### src/design/smf_pkg.sv
// ----------------------------------------------------------------------------
// smf_pkg
// shared constants and types of the clamped 3x3 smoothing filter
// ----------------------------------------------------------------------------
package smf_pkg;

    // default geometry limits and sample format
    localparam int DEF_MAX_WIDTH   = 4096;
    localparam int DEF_SAMPLE_BITS = 16;

    // configuration port
    localparam int CFG_W     = 13;
    localparam int CFG_IDX_W = 2;

    localparam logic [CFG_IDX_W-1:0] REG_FRAME_WIDTH  = CFG_IDX_W'(0);
    localparam logic [CFG_IDX_W-1:0] REG_FRAME_HEIGHT = CFG_IDX_W'(1);

    localparam logic [CFG_W-1:0] RST_FRAME_WIDTH  = CFG_W'(1920);
    localparam logic [CFG_W-1:0] RST_FRAME_HEIGHT = CFG_W'(1080);

    // row counter and height clamp
    localparam int                ROW_W        = 12;
    localparam logic [CFG_W-1:0]  HEIGHT_LIMIT = CFG_W'(4096);

    // pending result slots of one item, emitted lowest first
    localparam int EMIT_SLOTS = 4;

    // which taps a result uses
    typedef struct packed {
        logic row_end;   // columns (1,2,2) instead of (0,1,2)
        logic last_row;  // rows (mid,bottom,bottom) instead of (top,mid,bottom)
    } t_tap_sel;

endpackage

### src/design/smf_tap_sum.sv
// ----------------------------------------------------------------------------
// smf_tap_sum
// weighted (1,6,1)x(1,6,1) sum of the window, rounded and shifted by six
// ----------------------------------------------------------------------------
module smf_tap_sum #(
    parameter int SAMPLE_BITS = smf_pkg::DEF_SAMPLE_BITS
) (
    input  logic signed [SAMPLE_BITS-1:0] i_win [3][3],
    input  smf_pkg::t_tap_sel             i_sel,
    output logic signed [SAMPLE_BITS-1:0] o_value
);
    import smf_pkg::*;

    localparam int SW = SAMPLE_BITS + 7;

    logic signed [SW-1:0] col_sum [3];
    logic signed [SW-1:0] left_sum;
    logic signed [SW-1:0] centre_sum;
    logic signed [SW-1:0] right_sum;
    logic signed [SW-1:0] total;

    // vertical sums, one per window column
    always_comb begin
        logic signed [SW-1:0] t;
        logic signed [SW-1:0] m;
        logic signed [SW-1:0] b;
        for (int k = 0; k < 3; k++) begin
            t = SW'(i_win[k][0]);
            m = SW'(i_win[k][1]);
            b = SW'(i_win[k][2]);
            if (i_sel.last_row) begin
                col_sum[k] = m + (b <<< 2) + (b <<< 1) + b;
            end else begin
                col_sum[k] = t + (m <<< 2) + (m <<< 1) + b;
            end
        end
    end

    assign left_sum   = i_sel.row_end ? col_sum[1] : col_sum[0];
    assign centre_sum = i_sel.row_end ? col_sum[2] : col_sum[1];
    assign right_sum  = col_sum[2];

    assign total   = left_sum + (centre_sum <<< 2) + (centre_sum <<< 1) + right_sum
                   + SW'(32);
    assign o_value = total[SAMPLE_BITS+5:6];

endmodule

### config.mk
export PLATFORM = sky130hd
export DESIGN_NAME = smf_tap_sum
export DESIGN_NICKNAME = d
export VERILOG_FILES = /design/src/design/smf_pkg.sv /design/src/design/smf_tap_sum.sv
export SDC_FILE = /design/constraint.sdc
export NUM_CORES = 1
export LEC_CHECK = 0
export ABC_AREA = 0
export ABC_CLOCK_PERIOD_IN_PS = 10500
export BUFFER_PORTS_ARGS = -buffer_cell sky130_fd_sc_hd__buf_2
export CELL_PAD_IN_SITES_DETAIL_PLACEMENT = 0
export CELL_PAD_IN_SITES_GLOBAL_PLACEMENT = 1
export CORE_MARGIN = 2
export CORE_UTILIZATION = 34
export DETAILED_ROUTE_END_ITERATION = 8
export PLACE_DENSITY_LB_ADDON = 0.1
export SYNTH_ARGS = -nofsm -noshare
export SYNTH_HDL_FRONTEND = slang
export SYNTH_SLANG_ARGS = --single-unit
### constraint.sdc
create_clock -name vclk -period 10.5
set_input_delay 2.1 -clock vclk [all_inputs]
set_output_delay 2.1 -clock vclk [all_outputs]
set_load 0.02 [all_outputs]
After elaboration in Yosys (flattened, before gate mapping)
Index checks and enable logic that the tools add are counted.
W data, S select, Z words.

operators by class
  add/subtract/negate cells = 22
  multiplexer cells = 5

operator list
  cell                     number
  $add A19 B17 Y20         6
  $add A16 B18 Y19         6
  $add A20 B16 Y21         5
  $mux W22                 4
  $add A22 B22 Y22         3
  $add A22 B16 Y22         1
  $add A22 B7 Y22 const B  1
  $mux W21                 1

word-level totals
  input port bits = 146
  word-level logic and storage cells = 27
  output and inout bits = 16
  bits in registers = 0

Depth between registers and ports, before layout
Gate-level depths: netlist (run 1).

  depth in word-level cells = 9
  gate-level depth with buffers = 33

Worst setup path after synthesis (run 1)
OpenSTA, ideal clock, no wires.

  path type = input port to output port
  start = input i_win[16] (netlist name)
  end = output o_value[15]
  stages = 30
  data arrival time = 9.126 ns
  buffers on the path = 0
  path slack = -0.726 ns
  cells stage by stage = fa_1 ha_1 inv_1 fa_1 nor2b_1 o21ai_0 a21boi_0 o21ai_0 a21boi_0 o21ai_0 a21oi_1 nor2_1 xnor2_1 ha_1 or3_1 a221oi_1 nor2_1 a21o_1 a211oi_1 o41ai_1 mux2_2 fa_1 fa_1 ha_1 ha_1 or3_1 o21ai_2 o2111ai_2 xnor2_1 xnor3_1

on the way
  word-level cells in the longest chain between the ends = 9
  elaborated cells on any way between the ends = 12
  classes of those cells = add/sub (10); mux (2)

RTL lines
  element                                               line                                  source
  start: declaration                                    smf_tap_sum.sv:8                      input logic signed [SAMPLE_BITS-1:0] i_win [3][3],
  $add A16 B18 Y19 (on tied branches)                   smf_tap_sum.sv:34, smf_tap_sum.sv:32
  $add A19 B17 Y20 (on tied branches)                   smf_tap_sum.sv:34, smf_tap_sum.sv:32
  $add A22 B16 Y22 or $add A20 B16 Y21 (tied branches)  smf_tap_sum.sv:34, smf_tap_sum.sv:32
  $mux W22 (*)                                          smf_tap_sum.sv:31                     if (i_sel.last_row) begin
  $mux W21                                              smf_tap_sum.sv:40                     assign centre_sum = i_sel.row_end ? col_sum[2] : col_sum[1];
  $add A22 B22 Y22 (2 in series)                        smf_tap_sum.sv:43                     assign total = left_sum + (centre_sum <<< 2) + (centre_sum <<< 1) + right_sum
  $add A22 B22 Y22 (*)                                  smf_tap_sum.sv:43
  $add A22 B7 Y22 (*)                                   smf_tap_sum.sv:44                     + SW'(32);
  end: declaration                                      smf_tap_sum.sv:10                     output logic signed [SAMPLE_BITS-1:0] o_value

Mark *: on every way between the ends. The rest lies on a longest branch, timed or not.

Worst setup path after layout (run 1)
Ends and elaborated chain as after synthesis.

==> results.tsv, run 1 <==
metric	value	unit
crit path from	i_win[16]	
vias in the first global route	11674	
final-report hold violation count	0	
Fin Hold WS	5260	ps
CP max FO	3	
CP max stage delay	570	ps
worst hold path type	input port to output port	
Data required, critical path	8400	ps
Total GRT Usage	19.6	%
Filler Cells Inserted	3519	
slew margin rel.	50.5	%
sequential cell area	0	sq um
critical path startpoint category	input port	
Placeable Area	35600	sq um
via count	11358	
run status	finished with violations	
num sequential	0	
Syn-to-layout area delta	39.1	%
Post-Route WL	37000	microns
slowest CP cell	fa_1	
Post-Syn Area per Cell	9.19	sq um
drt wl/cell	16.3	microns
worst-margin pin slew	743	ps
final setup fails	6	
CP top delay family	adder cells	
# rows	69	
Remaining Overflow, GRT	0	
Seq/Total Area, Yosys	0	%
Crit Path Category	input port to output port	
antenna violations before repair	0	
drt drc	0	
post-layout util	48.0	%
yosys warns	0	
kind of end point of the critical path	output port	
I/O pin count	162	
Crit path arrival time	8930	ps
Synth Net Count	1885	
Initial Util	34.5	%
Cell Area, Placed	15900	sq um
layout cells sized above 1	35.8	%
Nets	2355	
Cell Area, Synth	12300	sq um
hold_buf cts	0	
Design Area, Final	17100	sq um
hold path start	i_win[32]	
max frequency	90.7	MHz
largest net degree at the start of global routing	56	
Tmin final	11030	ps
most frequent cells in the layout	320 x buf_4, 206 x fa_1, 173 x ha_1	
final worst-path cycle share	105	%
Final GP Congestion	0.829	
RSZ-0062 raised after global routing	yes	
commonest non-fill, non-tap cell in the layout	buf_4	
Distinct cells, synth	72	
first-pass GRT wire length	60900	microns
die area	37600	sq um
Post-Synthesis Cells	1336	
Pre-antenna DRT Iters	5	
# port buffers	162	
n_diodes	0	
hpwl dp	32800	microns
Post-DRT Antenna Nets	0	
failing checks	negative setup slack	
DIE HEIGHT	194	microns
Die X	194	microns
pre-CTS WS	-837	ps
setup ws final	-526	ps
max cap viols	0	
WP buf/inv	3	
Via density	5.01	
initial DRC count	522	
clock buffers	0	
Final Slew Violations	0	
## final timing paths
| kind | endpoint | slack (ps) | cells after the start |
|---|---|---|---|
| worst max-delay path | o_value[15] | -530 | 32 |
| worst min-delay path | o_value[0] | 5260 | 8 |
## cells by family after synthesis
logic type,Yosys count,synth area share [%]
xor gates and xnor gates,106,7.67
muxes,31,3.33
buffers and inverters,113,3.45
and+or+nand+nor,318,12.0
adders and majority gates,403,53.8
AOI/OAI and AO/OA,365,19.6
## final cells by class
type	instances	area (sq um)	area share (%)
inverter	93	349	2.04
timing repair buffer	488	3380	19.8
tap	461	577	3.38
multi-input combinational	1223	12800	74.8
## synth_stat cells (4+ instances only)
cell type	n	area, sq um
a211o_1	6	52.6
a211oi_1	18	135
a21boi_0	7	52.6
a21o_1	34	255
a21oi_1	91	455
a31oi_1	17	106
a41oi_1	5	43.8
and2_1	4	25.0
and3_1	8	50.1
buf_1	5	18.8
clkbuf_1	15	56.3
fa_1	209	4180
ha_1	194	2430
inv_1	92	345
mux2_2	9	101
mux2i_1	15	150
mux4_2	7	158
nand2_1	86	323
nand2b_1	13	81.3
nand3_1	29	145
nand4_1	6	37.5
nor2_1	91	342
nor2b_1	11	68.8
nor3_1	39	195
nor4_1	6	37.5
o211a_1	4	40.0
o211ai_1	10	75.1
o21a_1	25	188
o21ai_0	82	410
o21bai_1	15	113
o31ai_1	5	37.5
or2_2	4	25.0
or3_1	10	62.6
xnor2_1	69	604
xor2_1	36	315
## layer usage
| metal | wire (microns) | global-route usage (%) | vias to the layer above | part of all wire (%) |
|---|---|---|---|---|
| li1 | - | - | 5732 | - |
| met1 | 18400 | 29.6 | 5470 | 50 |
| met2 | 17500 | 32.8 | 150 | 47 |
| met3 | 893 | 0.470 | 6 | 2.4 |
| met4 | 199 | 0.898 | 0 | 0.54 |
| met5 | 0 | 0 | - | 0 |
## what timing repair did
action	4_1_cts	5_1_grt
pin swaps	59	43
setup buffers	10	18
gates cloned	0	0
setup endpoints to repair	11	13
resized for setup	93	117
hold endpoints to repair	0	0
## through the flow
step | setup TNS, ps | cells
3_3_place_gp | -5830 | 2238
2_1_floorplan | -10.9 | 1336
3_5_place_dp | -5820 | 2238
4_1_cts | -2630 | 2248
6_report | -2210 | 2265
5_1_grt | -4650 | 2265
Power of run 1 is left out: the tool's default activity adds up to more than one toggle a clock period on the data nets, which glitch-free logic cannot reach.
==> run 2, diff against run 1 <==
--- a/config.mk
+++ b/config.mk
@@ -8,12 +8,13 @@
 export ABC_AREA = 0
 export ABC_CLOCK_PERIOD_IN_PS = 10500
 export BUFFER_PORTS_ARGS = -buffer_cell sky130_fd_sc_hd__buf_2
-export CELL_PAD_IN_SITES_DETAIL_PLACEMENT = 0
+export CELL_PAD_IN_SITES_DETAIL_PLACEMENT = 1
 export CELL_PAD_IN_SITES_GLOBAL_PLACEMENT = 1
 export CORE_MARGIN = 2
 export CORE_UTILIZATION = 34
 export DETAILED_ROUTE_END_ITERATION = 8
 export PLACE_DENSITY_LB_ADDON = 0.1
+export SLEW_MARGIN = 20
 export SYNTH_ARGS = -nofsm -noshare
 export SYNTH_HDL_FRONTEND = slang
 export SYNTH_SLANG_ARGS = --single-unit
==> run 2 against run 1 <==
Effect of this change:
- the run still ends with negative setup slack left
- via count grew 2.6%
- hold slack better by 15 ps
- non-clock buffer count rose by 6
- first-iteration DRC count fell by 33%
- clock-buffer cell count did not move
- core utilization grew 0.28 points
- final cell count increased by 0.26%
- sequential share of layout area stayed put
- setup slack lost 140 ps
- critical path type unchanged
==> results.tsv, run 2 (same netlist as run 1, synthesis figures left out) <==
metric	value	unit
final-report hold violation count	0	
commonest non-fill, non-tap cell in the layout	buf_4	
kind of end point of the critical path	output port	
hpwl dp	35600	microns
Crit path arrival time	9070	ps
critical path startpoint category	input port	
hold_buf cts	0	
most frequent cells in the layout	326 x buf_4, 204 x fa_1, 168 x ha_1	
worst hold path type	input port to output port	
WP buf/inv	4	
failing checks	negative setup slack	
n_diodes	0	
initial DRC count	349	
Post-Route WL	40400	microns
drt drc	0	
I/O pin count	162	
final worst-path cycle share	106	%
drt wl/cell	17.8	microns
CP top delay family	adder cells	
Via density	5.13	
antenna violations before repair	0	
# rows	69	
WP depth	33	
Tmin final	11170	ps
# port buffers	162	
Post-DRT Antenna Nets	0	
Final GP Congestion	0.829	
Initial Util	34.5	%
CP endpoint	o_value[15]	
max cap viols	0	
clock buffers	0	
max frequency	89.6	MHz
DIE HEIGHT	194	microns
first-pass GRT wire length	66500	microns
worst-margin pin slew	760	ps
Die X	194	microns
num sequential	0	
sequential cell area	0	sq um
Crit Path Category	input port to output port	
setup ws final	-666	ps
RSZ-0062 raised after global routing	yes	
crit path from	i_win[16]	
Fin Hold WS	5280	ps
layout cells sized above 1	37.1	%
Data required, critical path	8400	ps
largest net degree at the start of global routing	56	
via count	11654	
Placeable Area	35600	sq um
Pre-antenna DRT Iters	5	
final setup fails	7	
Remaining Overflow, GRT	0	
slew margin rel.	49.3	%
slowest CP cell	fa_1	
vias in the first global route	12772	
Total GRT Usage	21.4	%
run status	finished with violations	
Final Slew Violations	0	
Nets	2361	
CP max stage delay	550	ps
Syn-to-layout area delta	39.9	%
die area	37600	sq um
CP max FO	3	
## run 2: how the worst min path moves through the flow
stage | from | endpoint | slack, ps | cells after the start
5_1_grt | i_win[32] | o_value[0] | 5350 | 8
3_3_place_gp | i_win[32] | o_value[0] | 5300 | 8
3_5_place_dp | i_win[32] | o_value[0] | 5290 | 8
4_1_cts | i_win[32] | o_value[0] | 5300 | 8
6_report | i_win[32] | o_value[0] | 5280 | 8
2_1_floorplan | i_sel[0] | o_value[0] | 4720 | 4
## run 2: per-stage QoR
stage,cells,area [sq um],setup WS [ps],util (%),setup TNS (ps)
2_1_floorplan,1336,12400,-10.9,-,-10.9
3_3_place_gp,2238,15900,-807,44.8,-5830
3_5_place_dp,2238,15900,-926,44.8,-6660
4_1_cts,2261,16600,-701,46.7,-2730
5_1_grt,2271,17200,-990,48.3,-5810
6_report,2271,17200,-666,48.3,-2850
## run 2: tightest hold or removal path, stage by stage
cell and delay (ps):
buf_2 80, ha_1 220, inv_1 60, o32a_1 260, nor2_1 70, o21ai_0 140, a21oi_1 80, buf_2 150
## run 2: final cells by class
| class | instances | area, sq um |
|---|---|---|
| Fill cell | 4127 | 18400 |
| Inverter | 93 | 349 |
| Multi-Input combinational cell | 1223 | 12800 |
| Tap cell | 461 | 577 |
| Timing Repair Buffer | 494 | 3420 |
## run 2: what timing repair did
action / in CTS / in global routing
setup buffers: 56 / 15
pin swaps: 75 / 73
gates resized for setup: 112 / 112
cloned: 0 / 0
endpoints found under the setup margin: 12 / 13
## run 2: layer usage
| metal | GRT usage, % | wire [microns] | part of all wire [%] |
|---|---|---|---|
| met3 | 0.539 | 697 | 1.7 |
| met4 | 1.23 | 262 | 0.65 |
| met5 | 0 | 0 | 0 |
| met2 | 37.7 | 20100 | 50 |
| met1 | 30.6 | 19400 | 48 |
Power of run 2 is left out for the same reason.
==> run 3, diff against run 2 <==
--- a/config.mk
+++ b/config.mk
@@ -13,7 +13,8 @@
 export CORE_MARGIN = 2
 export CORE_UTILIZATION = 34
 export DETAILED_ROUTE_END_ITERATION = 8
-export PLACE_DENSITY_LB_ADDON = 0.1
+export GPL_TIMING_DRIVEN = 0
+export PLACE_DENSITY = 0.73
 export SLEW_MARGIN = 20
 export SYNTH_ARGS = -nofsm -noshare
 export SYNTH_HDL_FRONTEND = slang
==> run 3 against run 2 <==
Effect of this change:
- the flow still finishes with violations (negative setup slack)
- core utilization is 5.5 points lower
- flip-flop and latch count stayed put
- sequential share of layout area unchanged
- fmax down 1.9%
- non-clock buffer count is 248 lower
- final area decreased by 11%
==> results.tsv, run 3 (same netlist as run 1, synthesis figures left out) <==
metric	value	unit
worst-margin pin slew	939	ps
first-pass GRT wire length	64600	microns
# rows	69	
critical path startpoint category	input port	
CP max FO	3	
I/O pin count	162	
WL met2	20400	microns
WP buf/inv	3	
Via density	5.59	
met3 wire len	1430	microns
die area	37600	sq um
Die X	194	microns
num sequential	0	
Post-Route WL	41400	microns
Max Used Layer	met5	
Crit path arrival time	9280	ps
Crit Path Category	input port to output port	
clock buffers	0	
drt drc	0	
Total GRT Usage	21.1	%
max frequency	87.8	MHz
vias in the first global route	12341	
CP max stage delay	590	ps
Initial Util	34.5	%
RSZ-0062 raised after global routing	yes	
Post-DRT Antenna Nets	0	
final setup fails	10	
post-layout util	42.8	%
Placeable Area	35600	sq um
setup ws final	-884	ps
final-report hold violation count	0	
Remaining Overflow, GRT	0	
run status	finished with violations	
failing checks	negative setup slack	
final worst-path cycle share	108	%
DIE HEIGHT	194	microns
Syn-to-layout area delta	24.1	%
Design Area, Final	15200	sq um
Data required, critical path	8400	ps
worst hold path type	input port to output port	
largest net degree at the start of global routing	11	
Pre-antenna DRT Iters	4	
Final GP Congestion	0.905	
Fin Hold WS	5030	ps
antenna violations before repair	1	
CP top delay family	adder cells	
sequential cell area	0	sq um
slowest CP cell	fa_2	
most frequent CP cell	o21ai_2	
Cell Area, Placed	13800	sq um
hold_buf cts	0	
DRT met1 WL	18300	microns
hpwl dp	34400	microns
max cap viols	0	
drt wl/cell	20.5	microns
Tmin final	11380	ps
commonest non-fill, non-tap cell in the layout	fa_1	
layout cells sized above 1	25.6	%
n_diodes	0	
slew margin rel.	37.4	%
Nets	2113	
Final Slew Violations	0	
via count	11303	
kind of end point of the critical path	output port	
most frequent cells in the layout	203 x fa_1, 167 x ha_1, 149 x buf_2	
initial DRC count	457	
# port buffers	162	
==> run 3: changes by cell type in the layout (fill, tap and decap cells not counted), sizes merged <==
| cell | delta |
|---|---|
| buf | -263 |
| clkbuf | +15 |
==> run 3: layer usage <==
metal | vias to the layer above | global-route usage, %
met4 | 2 | 6.90
li1 | 5243 | -
met2 | 256 | 36.5
met3 | 66 | 1.43
met5 | - | 0
met1 | 5736 | 28.1
==> run 3: timing repair <==
item / CTS / global route
endpoints found under the setup margin: 13 / 13
buffers inserted: 42 / 25
pin swaps: 74 / 57
resized for setup: 126 / 88
==> run 3: cell type report <==
type	instances	area (sq um)
plain buffers	20	83.8
fillers	4162	20300
well taps	461	577
multi-input cells	1223	12800
repair buffers	226	1410
inverters	93	349
==> run 3: worst paths after layout <==
check / start / to / slack [ps] / cells after the start
setup / recovery: i_win[34] / o_value[15] / -880 / 32
hold / removal: i_sel[0] / o_value[0] / 5030 / 6
==> run 3: stage by stage <==
step / setup TNS (ps) / instances / setup WS [ps]
floorplan: -10.9 / 1336 / -10.9
global placement: -6830 / 1959 / -1070
detailed placement: -8280 / 1959 / -1190
CTS: -3550 / 1998 / -888
global route: -6600 / 2023 / -1150
finish: -4080 / 2023 / -884
Power of run 3 is left out for the same reason.
